File: src/design/telemetry_key_value_parser_core_defines.svh
// ----------------------------------------------------------------------------
// Telemetry key/value parser assertion macros
// Shared concurrent assertion forms used at the end of the core.
// ----------------------------------------------------------------------------
`ifndef TELEMETRY_KEY_VALUE_PARSER_CORE_DEFINES_SVH
`define TELEMETRY_KEY_VALUE_PARSER_CORE_DEFINES_SVH

// same-cycle implication, disabled during reset
`define TKVP_ASSERT_SAME(label, clk, rst_n, ante, cons, msg) \
    label: assert property (@(posedge clk) disable iff (!rst_n) (ante) |-> (cons)) \
        else $error(msg);

// next-cycle implication, disabled during reset
`define TKVP_ASSERT_NEXT(label, clk, rst_n, ante, cons, msg) \
    label: assert property (@(posedge clk) disable iff (!rst_n) (ante) |=> (cons)) \
        else $error(msg);

`endif

File: src/design/tkvp_pkg.sv
// ----------------------------------------------------------------------------
// Telemetry key/value parser package
// Widths, character codes, result kinds and the key name table.
// ----------------------------------------------------------------------------
package tkvp_pkg;

    // text limits
    localparam int MAX_TEXT_BYTES = 511;
    localparam int BYTES_W        = $clog2(MAX_TEXT_BYTES + 1);

    // field widths
    localparam int BYTE_W     = 8;
    localparam int FIELD_ID_W = 4;
    localparam int VALUE_W    = 32;
    localparam int KEY_MAX    = 5;
    localparam int KEY_BITS   = KEY_MAX * BYTE_W;
    localparam int KEY_LEN_W  = 3;
    localparam int NUM_KEYS   = 12;

    // key length code for a key that is too long to match
    localparam logic [KEY_LEN_W-1:0] KEY_TOO_LONG = 3'd6;

    // character codes
    localparam logic [BYTE_W-1:0] CH_NUL   = 8'h00;
    localparam logic [BYTE_W-1:0] CH_SEMI  = 8'h3B;
    localparam logic [BYTE_W-1:0] CH_COLON = 8'h3A;
    localparam logic [BYTE_W-1:0] CH_SPACE = 8'h20;
    localparam logic [BYTE_W-1:0] CH_MINUS = 8'h2D;
    localparam logic [BYTE_W-1:0] CH_PLUS  = 8'h2B;
    localparam logic [BYTE_W-1:0] CH_ZERO  = 8'h30;
    localparam logic [BYTE_W-1:0] CH_NINE  = 8'h39;
    localparam logic [BYTE_W-1:0] CH_TAB   = 8'h09;
    localparam logic [BYTE_W-1:0] CH_CR    = 8'h0D;

    // result kinds
    typedef enum logic
    {
        RK_FIELD  = 1'b0,
        RK_RECORD = 1'b1
    } result_kind_t;

    // one result item
    typedef struct packed
    {
        result_kind_t                 kind;
        logic [FIELD_ID_W-1:0]        id;
        logic signed [VALUE_W-1:0]    value;
        logic                         last;
    } result_t;

    // key lookup outcome
    typedef struct packed
    {
        logic                  hit;
        logic [FIELD_ID_W-1:0] id;
    } key_match_t;

    // key names, packed with the last character in the low byte
    localparam logic [KEY_BITS-1:0] KEY_CHARS [NUM_KEYS] = '{
        40'h0000626174,  // bat
        40'h0000000068,  // h
        40'h0074696D65,  // time
        40'h7069746368,  // pitch
        40'h00726F6C6C,  // roll
        40'h0000796177,  // yaw
        40'h0000766778,  // vgx
        40'h0000766779,  // vgy
        40'h000076677A,  // vgz
        40'h74656D706C,  // templ
        40'h74656D7068,  // temph
        40'h0000746F66   // tof
    };

    localparam logic [KEY_LEN_W-1:0] KEY_LENS [NUM_KEYS] = '{
        3'd3, 3'd1, 3'd4, 3'd5, 3'd4, 3'd3, 3'd3, 3'd3, 3'd3, 3'd5, 3'd5, 3'd3
    };

    // compare a collected key against all names in parallel
    function automatic key_match_t key_lookup(
        input logic [KEY_BITS-1:0]  chars,
        input logic [KEY_LEN_W-1:0] len
    );
        key_match_t m;
        m.hit = 1'b0;
        m.id  = '0;
        for (int i = 0; i < NUM_KEYS; i++)
        begin
            if (len == KEY_LENS[i] && chars == KEY_CHARS[i])
            begin
                m.hit = 1'b1;
                m.id  = FIELD_ID_W'(i);
            end
        end
        return m;
    endfunction

endpackage

File: src/design/telemetry_key_value_parser_core.sv
// ----------------------------------------------------------------------------
// Telemetry key/value parser core
// Splits datagram text into key:value tokens and emits one result per known
// key plus a record-complete result at the end of each datagram.
// ----------------------------------------------------------------------------
//
//  channel   direction  handshake                   payload
//  text      in         text_valid / text_ready     text_byte, end_of_packet
//  result    out        result_valid / result_ready result_kind, field_id,
//                                                   field_value, last_of_run
//
//  One byte per cycle: a byte is parsed in the cycle after it is taken into
//  the input register, and its results land in a two-entry result queue.
//  The input register moves on when the queue has room for all results of
//  its byte (at most two, on the final byte of a datagram), counting a result
//  that leaves in the same cycle, so a stalled result side holds the text
//  side once a byte with results finds the queue full.
//  rst_n clears the parser to the start of a datagram and empties the queue.
//
`include "telemetry_key_value_parser_core_defines.svh"

module telemetry_key_value_parser_core
(
    input  logic                                 clk,
    input  logic                                 rst_n,
    // text channel
    input  logic                                 text_valid,
    output logic                                 text_ready,
    input  logic [tkvp_pkg::BYTE_W-1:0]          text_byte,
    input  logic                                 end_of_packet,
    // result channel
    output logic                                 result_valid,
    input  logic                                 result_ready,
    output logic                                 result_kind,
    output logic [tkvp_pkg::FIELD_ID_W-1:0]      field_id,
    output logic signed [tkvp_pkg::VALUE_W-1:0]  field_value,
    output logic                                 last_of_run
);
    import tkvp_pkg::*;

    // token parse phases
    typedef enum logic [2:0]
    {
        PH_KEY_START = 3'd0,
        PH_KEY       = 3'd1,
        PH_VAL_WS    = 3'd2,
        PH_VAL_DIG   = 3'd3,
        PH_SKIP      = 3'd4,
        PH_VAL_DONE  = 3'd5
    } phase_t;

    // state of the open token
    typedef struct packed
    {
        phase_t                 phase;
        logic [KEY_BITS-1:0]    key_chars;
        logic [KEY_LEN_W-1:0]   key_length;
        logic [VALUE_W-1:0]     acc;
        logic                   negative;
    } token_t;

    localparam token_t TOKEN_CLEAR = '{
        phase:      PH_KEY_START,
        key_chars:  '0,
        key_length: '0,
        acc:        '0,
        negative:   1'b0
    };

    localparam logic [VALUE_W-1:0] MAG_CAP = {1'b1, {(VALUE_W-1){1'b0}}};
    localparam logic [VALUE_W-1:0] POS_MAX = {1'b0, {(VALUE_W-1){1'b1}}};

    // registers
    logic                 stage_valid_reg;
    logic [BYTE_W-1:0]    stage_byte_reg;
    logic                 stage_eop_reg;
    token_t               tok_reg;
    logic [BYTES_W-1:0]   seen_reg;
    logic                 ended_reg;
    result_t              q_reg [2];
    logic [1:0]           q_cnt_reg;

    // next values
    token_t               tok_next;
    logic [BYTES_W-1:0]   seen_next;
    logic                 ended_next;
    result_t              q_next [2];
    logic [1:0]           q_cnt_next;

    // parse signals
    token_t               tok_byte;
    token_t               fin_tok;
    logic                 byte_fin;
    logic                 fin_do;
    logic                 ended_mid;
    key_match_t           look;
    logic                 field_hit;
    logic [VALUE_W-1:0]   field_val;
    result_t              res0;
    result_t              res1;
    logic [1:0]           n_res;
    logic                 advance;
    logic                 pop;
    result_t              q0_pop;
    result_t              q1_pop;
    logic [1:0]           cnt_pop;

    // accumulate one decimal digit, saturating at 2^31
    function automatic logic [VALUE_W-1:0] add_digit(
        input logic [VALUE_W-1:0] acc,
        input logic [BYTE_W-1:0]  c
    );
        logic [VALUE_W+3:0] m;
        m = ({4'b0, acc} << 3) + ({4'b0, acc} << 1) + (VALUE_W+4)'(c - CH_ZERO);
        return (m >= (VALUE_W+4)'(MAG_CAP)) ? MAG_CAP : m[VALUE_W-1:0];
    endfunction

    // one non-separator byte applied to the open token
    function automatic token_t take_byte(
        input token_t            t,
        input logic [BYTE_W-1:0] c
    );
        token_t r;
        logic   in_key;
        r      = t;
        in_key = 1'b0;
        case (t.phase)
            PH_KEY_START:
            begin
                if (c != CH_SPACE)
                begin
                    r.phase = PH_KEY;
                    in_key  = 1'b1;
                end
            end
            PH_KEY:
            begin
                in_key = 1'b1;
            end
            PH_VAL_WS:
            begin
                if (c == CH_SPACE || (c >= CH_TAB && c <= CH_CR))
                begin
                    r.phase = PH_VAL_WS;
                end
                else if (c == CH_MINUS)
                begin
                    r.negative = 1'b1;
                    r.phase    = PH_VAL_DIG;
                end
                else if (c == CH_PLUS)
                begin
                    r.phase = PH_VAL_DIG;
                end
                else if (c >= CH_ZERO && c <= CH_NINE)
                begin
                    r.acc   = add_digit(t.acc, c);
                    r.phase = PH_VAL_DIG;
                end
                else
                begin
                    r.phase = PH_VAL_DONE;
                end
            end
            PH_VAL_DIG:
            begin
                if (c >= CH_ZERO && c <= CH_NINE)
                begin
                    r.acc = add_digit(t.acc, c);
                end
                else
                begin
                    r.phase = PH_VAL_DONE;
                end
            end
            default:
            begin
                r = t;
            end
        endcase
        // key collection, shared by key start and key phases
        if (in_key)
        begin
            if (c == CH_COLON)
            begin
                r.phase = PH_VAL_WS;
            end
            else if (t.key_length < KEY_LEN_W'(KEY_MAX))
            begin
                r.key_chars  = {t.key_chars[KEY_BITS-BYTE_W-1:0], c};
                r.key_length = t.key_length + 1'b1;
            end
            else
            begin
                r.key_length = KEY_TOO_LONG;
            end
        end
        return r;
    endfunction

    // byte intake and text end
    always_comb
    begin
        tok_byte  = tok_reg;
        ended_mid = ended_reg;
        seen_next = seen_reg;
        byte_fin  = 1'b0;
        if (!ended_reg)
        begin
            if (stage_byte_reg == CH_NUL || seen_reg >= BYTES_W'(MAX_TEXT_BYTES))
            begin
                byte_fin  = 1'b1;
                ended_mid = 1'b1;
            end
            else
            begin
                seen_next = seen_reg + 1'b1;
                if (stage_byte_reg == CH_SEMI)
                begin
                    byte_fin = 1'b1;
                end
                else
                begin
                    tok_byte = take_byte(tok_reg, stage_byte_reg);
                end
            end
        end
        // byte count starts over with the next datagram
        if (stage_eop_reg)
        begin
            seen_next = '0;
        end
    end

    // token finish: a byte that ends a token finishes the old token,
    // otherwise the end of packet finishes the updated one
    always_comb
    begin
        fin_tok   = byte_fin ? tok_reg : tok_byte;
        fin_do    = byte_fin || (stage_eop_reg && !ended_mid);
        look      = key_lookup(fin_tok.key_chars, fin_tok.key_length);
        field_hit = fin_do && look.hit &&
                    (fin_tok.phase == PH_VAL_WS || fin_tok.phase == PH_VAL_DIG ||
                     fin_tok.phase == PH_VAL_DONE);
        if (fin_tok.negative)
        begin
            field_val = '0 - fin_tok.acc;
        end
        else
        begin
            field_val = fin_tok.acc[VALUE_W-1] ? POS_MAX : fin_tok.acc;
        end
        tok_next   = fin_do ? TOKEN_CLEAR : tok_byte;
        ended_next = ended_mid;
        if (stage_eop_reg)
        begin
            tok_next   = TOKEN_CLEAR;
            ended_next = 1'b0;
        end
    end

    // results of the staged byte
    always_comb
    begin
        n_res = {1'b0, field_hit} + {1'b0, stage_eop_reg};
        res1  = '{kind: RK_RECORD, id: '0, value: '0, last: 1'b1};
        if (field_hit)
        begin
            res0 = '{kind: RK_FIELD, id: look.id, value: field_val, last: !stage_eop_reg};
        end
        else
        begin
            res0 = res1;
        end
    end

    // flow control, a result leaving this cycle frees its slot
    assign pop        = result_valid && result_ready;
    assign advance    = stage_valid_reg &&
                        (({1'b0, n_res} + {1'b0, q_cnt_reg}) <= (3'd2 + {2'b0, pop}));
    assign text_ready = !stage_valid_reg || advance;

    // result queue: pop at the head, then append
    always_comb
    begin
        if (pop)
        begin
            q0_pop  = q_reg[1];
            q1_pop  = q_reg[1];
            cnt_pop = q_cnt_reg - 1'b1;
        end
        else
        begin
            q0_pop  = q_reg[0];
            q1_pop  = q_reg[1];
            cnt_pop = q_cnt_reg;
        end
        q_next[0]  = q0_pop;
        q_next[1]  = q1_pop;
        q_cnt_next = cnt_pop;
        if (advance && n_res != 2'd0)
        begin
            q_cnt_next = cnt_pop + n_res;
            if (cnt_pop == 2'd0)
            begin
                q_next[0] = res0;
            end
            else
            begin
                q_next[1] = res0;
            end
            if (n_res == 2'd2)
            begin
                q_next[1] = res1;
            end
        end
    end

    // output drive from the queue head
    assign result_valid = (q_cnt_reg != 2'd0);
    assign result_kind  = q_reg[0].kind;
    assign field_id     = q_reg[0].id;
    assign field_value  = q_reg[0].value;
    assign last_of_run  = q_reg[0].last;

    // state and registered outputs
    always_ff @(posedge clk or negedge rst_n)
    begin
        if (!rst_n)
        begin
            stage_valid_reg <= 1'b0;
            stage_byte_reg  <= '0;
            stage_eop_reg   <= 1'b0;
            tok_reg         <= TOKEN_CLEAR;
            seen_reg        <= '0;
            ended_reg       <= 1'b0;
            q_reg[0]        <= '0;
            q_reg[1]        <= '0;
            q_cnt_reg       <= '0;
        end
        else
        begin
            if (text_valid && text_ready)
            begin
                stage_valid_reg <= 1'b1;
                stage_byte_reg  <= text_byte;
                stage_eop_reg   <= end_of_packet;
            end
            else if (advance)
            begin
                stage_valid_reg <= 1'b0;
            end
            if (advance)
            begin
                tok_reg   <= tok_next;
                seen_reg  <= seen_next;
                ended_reg <= ended_next;
            end
            q_reg[0]  <= q_next[0];
            q_reg[1]  <= q_next[1];
            q_cnt_reg <= q_cnt_next;
        end
    end

    // assertions
    `TKVP_ASSERT_SAME(a_queue_bound, clk, rst_n, 1'b1, q_cnt_reg <= 2'd2, "result queue overfilled")
    `TKVP_ASSERT_NEXT(a_result_shown, clk, rst_n, advance && n_res != 2'd0, result_valid, "parsed result not presented")
    `TKVP_ASSERT_SAME(a_record_shape, clk, rst_n, result_valid && result_kind == RK_RECORD, last_of_run && field_id == '0 && field_value == '0, "malformed record-complete result")
    `TKVP_ASSERT_NEXT(a_stage_hold, clk, rst_n, stage_valid_reg && !advance, stage_valid_reg && $stable(stage_byte_reg) && $stable(stage_eop_reg), "stalled byte lost")

endmodule
File: config.mk
export PLATFORM = sky130hd
export DESIGN_NAME = telemetry_key_value_parser_core
export DESIGN_NICKNAME = d
export VERILOG_FILES = /design/src/design/tkvp_pkg.sv /design/src/design/telemetry_key_value_parser_core.sv
export VERILOG_INCLUDE_DIRS = /design/src /design/src/design
export SDC_FILE = /design/constraint.sdc
export NUM_CORES = 1
export LEC_CHECK = 0
export BUFFER_PORTS_ARGS = -buffer_cell sky130_fd_sc_hd__buf_4
export CAP_MARGIN = 25
export CORE_MARGIN = 1
export CORE_UTILIZATION = 25
export CTS_BUF_LIST = sky130_fd_sc_hd__clkbuf_16
export DETAILED_ROUTE_END_ITERATION = 7
export PLACE_DENSITY_LB_ADDON = 0.15
export RECOVER_POWER = 25
export REMOVE_ABC_BUFFERS = 1
export SLEW_MARGIN = 15
export SYNTH_ARGS = -nofsm -noshare
export SYNTH_HDL_FRONTEND = slang
export SYNTH_SLANG_ARGS = --single-unit
File: constraint.sdc
create_clock -name clk -period 10.62 [get_ports clk]
set_clock_uncertainty 0.2 [all_clocks]
set_input_delay 1.062 -clock clk [delete_from_list [all_inputs] [get_ports clk]]
set_output_delay 1.062 -clock clk [all_outputs]
set_load 0.03 [all_outputs]
-- Word-level counts from Yosys, hierarchy flattened
Cells that the tools add are included.
- register bits: 177
- reduce and logical (&&, ||, !) cells: 38
- equal/unequal tests: 32
- $lt $le $gt $ge: 8
- mux-type cells: 64
- add/sub/neg operators: 11
- operators by type and width (cell ; number):
    2-to-1 mux 79 bit ; 6
    equality test 40 x 23 -> 1 bit, second input constant ; 6
    2-to-1 mux 38 bit ; 5
    2-to-1 mux 32 bit ; 5
    equality test 40 x 39 -> 1 bit, second input constant ; 3
    equality test 40 x 31 -> 1 bit, second input constant ; 2
    2-to-1 mux 76 bit ; 1
    one-hot mux 32 bit (2 select lines) ; 1
    2-to-1 mux 5 bit ; 12
    2-to-1 mux 46 bit ; 1
    2-to-1 mux 43 bit ; 1
    equality test 40 x 7 -> 1 bit, second input constant ; 1
    equality test 8 x 6 -> 1 bit, second input constant ; 5
    2-to-1 mux 40 bit ; 1
    adder 35 x 33 -> 36 bit ; 1
    adder 36 bit ; 1
    >= comparator 36 x 32 -> 1 bit, second input constant ; 1
    2-to-1 mux 33 bit ; 1
    subtractor 1 x 32 -> 32 bit, first input constant ; 1
    2-to-1 mux 31 bit ; 1
    2-to-1 mux 9 bit ; 3
    2-to-1 mux 3 bit ; 8
    logical AND 1 bit ; 21
    equality test 3 x 2 -> 1 bit, second input constant ; 5
    33 further kinds ; 60

-- Depth between registers and ports, before layout
- depth after elaboration: 36
- mapped depth: 29
- gate-level depth less buffers: 25

-- Least setup slack after synthesis
OpenSTA, ideal clock, no wires.
- path type: register -> register
- from: register stage_byte_reg[4]
- to: register q_reg (netlist bit field_value[30])
- data required time: 10.282 ns
- arrival time: 7.842 ns
- cell stages (with the launch flop): 24
- path buffers: 1
- slack: 2.440 ns
- path through: dfrtp_1 ha_1 nor3_1 fa_1 ha_1 a211oi_1 o22ai_1 or3b_1 o31ai_1 xor2_1 and4_1 buf_2 nand3_1 o21ai_0 inv_1 ha_1 o21ai_0 nor2_1 o31ai_1 a31o_2 o311a_1 a311o_1 nor2_1 o22ai_1
- RTL lines (what ; line ; RTL):
    from (decl) ; telemetry_key_value_parser_core.sv:75 ; logic [BYTE_W-1:0] stage_byte_reg;
    from (signal assigned) ; telemetry_key_value_parser_core.sv:346 ; stage_byte_reg <= text_byte;
    to (decl) ; telemetry_key_value_parser_core.sv:80 ; result_t q_reg [2];

-- Worst setup path in the final report
- from: register seen_reg[4]
- to: output port text_ready
- cells in the longest elaborated chain, start to end: 26
- RTL lines (what ; line ; RTL):
    from (decl) ; telemetry_key_value_parser_core.sv:78 ; logic [BYTES_W-1:0] seen_reg;
    from (signal assigned) ; telemetry_key_value_parser_core.sv:356 ; seen_reg <= seen_next;
    >= comparator 9 bit * ; telemetry_key_value_parser_core.sv:210 ; if (stage_byte_reg == CH_NUL || seen_reg >= BYTES_W'(MAX_TEXT_BYTES))
    logical OR 1 bit * ; telemetry_key_value_parser_core.sv:210 ;
    2-to-1 mux 79 bit or 2-to-1 mux 1 bit (tied branches) ; telemetry_key_value_parser_core.sv:210 ;
    2-to-1 mux 79 bit or 2-to-1 mux 1 bit (tied branches) ; telemetry_key_value_parser_core.sv:208 ; if (!ended_reg)
    2-to-1 mux 79 bit ; telemetry_key_value_parser_core.sv:239 ; fin_tok = byte_fin ? tok_reg : tok_byte;
    equality test 40 x 23 -> 1 bit or equality test 3 x 2 -> 1 bit (tied branches) ; tkvp_pkg.sv:88 ; if (len == KEY_LENS[i] && chars == KEY_CHARS[i])
    logical AND 1 bit ; tkvp_pkg.sv:88 ;
    2-to-1 mux 5 bit (12 in series) ; tkvp_pkg.sv:88 ;
    logical AND 1 bit ; telemetry_key_value_parser_core.sv:242 ; field_hit = fin_do && look.hit &&
    logical AND 1 bit * ; telemetry_key_value_parser_core.sv:242 ;
    adder 1 x 1 -> 2 bit * ; telemetry_key_value_parser_core.sv:265 ; n_res = {1'b0, field_hit} + {1'b0, stage_eop_reg};
    adder 2 x 2 -> 3 bit * ; telemetry_key_value_parser_core.sv:280 ; (({1'b0, n_res} + {1'b0, q_cnt_reg}) <= (3'd2 + {2'b0, pop}));
    <= comparator 3 bit * ; telemetry_key_value_parser_core.sv:280 ;
    logical AND 1 bit * ; telemetry_key_value_parser_core.sv:279 ; assign advance = stage_valid_reg &&
    logical OR 1 bit * ; telemetry_key_value_parser_core.sv:281 ; assign text_ready = !stage_valid_reg || advance;
    to (decl) ; telemetry_key_value_parser_core.sv:28 ; output logic text_ready,
Mark *: on every way between the ends. The rest lies on a longest branch, timed or not.

==> results.sh <==
export IMPL_status="finished with violations"
export IMPL_violations="max-capacitance violations, max-slew violations"
export IMPL_final_setup_tns_ns=0
export IMPL_io_pins=53
export IMPL_critPathLaunchType="flip-flop"
export IMPL_place_congestion=0.874
export IMPL_finalHoldWorstSlack_ns=0.277
export IMPL_die_area_um2=56400
export IMPL_clockRootBuffer="clkbuf_16"
export IMPL_worstPathArrival_ns=6.93
export IMPL_grt_max_degree=110
export IMPL_layout_cells_non_filler=2288
export IMPL_post_cts_resized=0
export IMPL_post_cts_buffers=0
export IMPL_wl_per_cell_um=22.1
export IMPL_avgSynthCellArea_um2=8.77
export IMPL_cts_tree="done"
export IMPL_port_buffers=52
export IMPL_worst_slew_pin_transition_ns=6.26
export IMPL_clkSinkCount=177
export IMPL_hold_class="reg -> reg"
export IMPL_synth_edf_count=0
export IMPL_rsz0062_at_grt="no"
export IMPL_avgViaCountPerCell=5.54
export IMPL_drive_gt1_share_pct=10.9
export IMPL_drt_wl_total_mm=50.5
export IMPL_period_share_pct=77.1
export IMPL_grt_pass1_wl_mm=79.0
export IMPL_dp_cells=2254
export IMPL_power_density_nw_per_um2=235
export IMPL_core_area_um2=54200
export IMPL_fill_cells=5780
export IMPL_timing_fmax_mhz=122
export IMPL_drt_iter0_drc=1001
export IMPL_finalNetCount=1677
export IMPL_ys_seq_area_share_pct=32.0
export IMPL_htreeDepth=4
export IMPL_crit_fanout=27
export IMPL_grt_ovfl_total=0
export IMPL_track_usage_pct=18.0
export IMPL_synth_cells=1579
export IMPL_cap_violations=1
export IMPL_syn_to_final_growth_pct=11.6
export IMPL_final_hold_viol_count=0
export IMPL_cts_inserted_buffers=17
export IMPL_worstSetupEndpointType="output pin"
export IMPL_detail_route_antenna_nets=0
export IMPL_first_pass_iters=5
export IMPL_largest_register_ffs=79
export IMPL_start_util_pct=25.5
export IMPL_vias=12700
export IMPL_final_cell_mix="nand2_1 (182), dfrtp_1 (177), nor2_1 (108)"
export IMPL_required_ns=9.36
export IMPL_setup_violations=0
export IMPL_grt_pass1_vias=12800
export IMPL_postCtsHoldBufs=0
export IMPL_maxSlewHeadroom_pct=-317
export IMPL_cellLeakagePower_nw=6.55
export IMPL_ys_ff_latch=177
export IMPL_ctsLongestPathBuffers=2
export IMPL_path_class="reg -> out"
export IMPL_drc_errors=0
export IMPL_min_period_ns=8.19
export IMPL_ys_warn_count=0
export IMPL_peakVddDrop_mv=0.120
export IMPL_antenna_found_initial=0
export IMPL_die_h_um=237
export IMPL_syn_area_um2=13900
export IMPL_clkTransAtPathRegs_ns=0.07
export IMPL_insertion_delay_ns=0.45
export IMPL_slew_violations=110
export IMPL_ys_flop_type="dfrtp_1"
export IMPL_num_rows=85
export IMPL_die_w_um=237
export IMPL_layout_commonest_cell="nand2_1"
export IMPL_antenna_cells=0
export IMPL_async_flop_share_pct=100
export IMPL_synth_cell_types=111
export IMPL_dp_hpwl_mm=37.7
## power breakdown
part,internal (mW),leakage (nW),switching (mW)
combinational,0.663,3.86,1.38
clock,0.321,0.267,0.289
sequential,0.773,2.42,0.215
## kinds of logic (layout without fill, tap and decap cells)
group,Yosys count,in the layout,synth area share [%]
AND/OR/NAND/NOR,564,564,21.1
flip-flops,177,177,32.0
buffers and inverters,128,141,4.15
XOR/XNOR,51,51,3.28
adder cells (fa/ha/maj),84,84,9.32
multiplexers,55,55,4.15
AO/OA/AOI/OAI,520,520,26.0
## worst max-delay path: stages, from the launching register on
cell and delay (ns):
dfrtp_1 0.41, and4_1 0.27, and4_1 0.23, ha_1 0.20, a31oi_2 0.30, and4_1 0.69
nand2_2 0.51, o41a_1 0.58, nor4b_1 0.47, nand3_1 0.20, o311ai_1 0.10, or4_1 0.21
and2_1 0.52, inv_2 0.09, ha_1 0.32, ha_1 0.19, inv_1 0.06, fa_1 0.42
o31ai_1 0.35, nand2_1 0.17, buf_4 0.20
## layer usage
metal,global-route usage (%),part of all wire (%)
met5,0,0
met4,4.36,1.7
met3,2.98,4.2
met2,30.3,48
met1,24.0,46
## synth_stat cells (32+ instances only)
| cell | count | area, um^2 |
|---|---|---|
| nand2_1 | 182 | 683 |
| dfrtp_1 | 177 | 4430 |
| nor2_1 | 109 | 409 |
| o21ai_0 | 98 | 490 |
| a21oi_1 | 83 | 415 |
| a22o_1 | 66 | 578 |
| clkbuf_1 | 62 | 233 |
| ha_1 | 52 | 651 |
| mux2i_1 | 44 | 440 |
| nand3_1 | 41 | 205 |
| o22ai_1 | 40 | 250 |
| nor3_1 | 39 | 195 |
| inv_1 | 35 | 131 |
| fa_1 | 32 | 641 |
| o21ai_1 | 32 | 160 |
## stage by stage
| stage | area [um^2] | setup WS [ns] | power (mW) | util, % |
|---|---|---|---|---|
| CTS | 15400 | 2.05 | 3.66 | 28.4 |
| detailed placement | 14900 | 2.11 | 3.03 | 27.4 |
| global placement | 14900 | 2.32 | 3.03 | 27.4 |
| floorplan | 13400 | 1.14 | 2.28 | - |
| global route | 15500 | 1.81 | 3.91 | 28.5 |
| finish | 15500 | 2.43 | 3.64 | 28.5 |
## final cells by class
cell class                 instances  area (um^2)  area share, %
multi-input combinational       1274         8900           57.6
sequential                       177         4430           28.7
tap                              696          871           5.63
timing repair buffer              73          576           3.72
clock buffer                      17          425           2.75
inverter                          37          139          0.899
clock inverter                    14          119          0.769
## final timing paths
| kind | depth (start not counted) | start | to | slack (ns) |
|---|---|---|---|---|
| setup / recovery | 20 | seen_reg[4] | text_ready | 2.43 |
| hold / removal | 2 | q1_pop[26] | q1_pop[26] | 0.28 |
| hold reg to reg | 2 | q1_pop[26] | q1_pop[26] | 0.28 |
| setup reg to reg | 25 | seen_reg[4] | tok_reg[64] | 2.46 |
| max in group asynchronous | 1 | rst_n | tok_reg[69] | 3.95 |
| min in group asynchronous | 1 | rst_n | tok_reg[26] | 2.75 |
(Power assumes the default switching activity.)
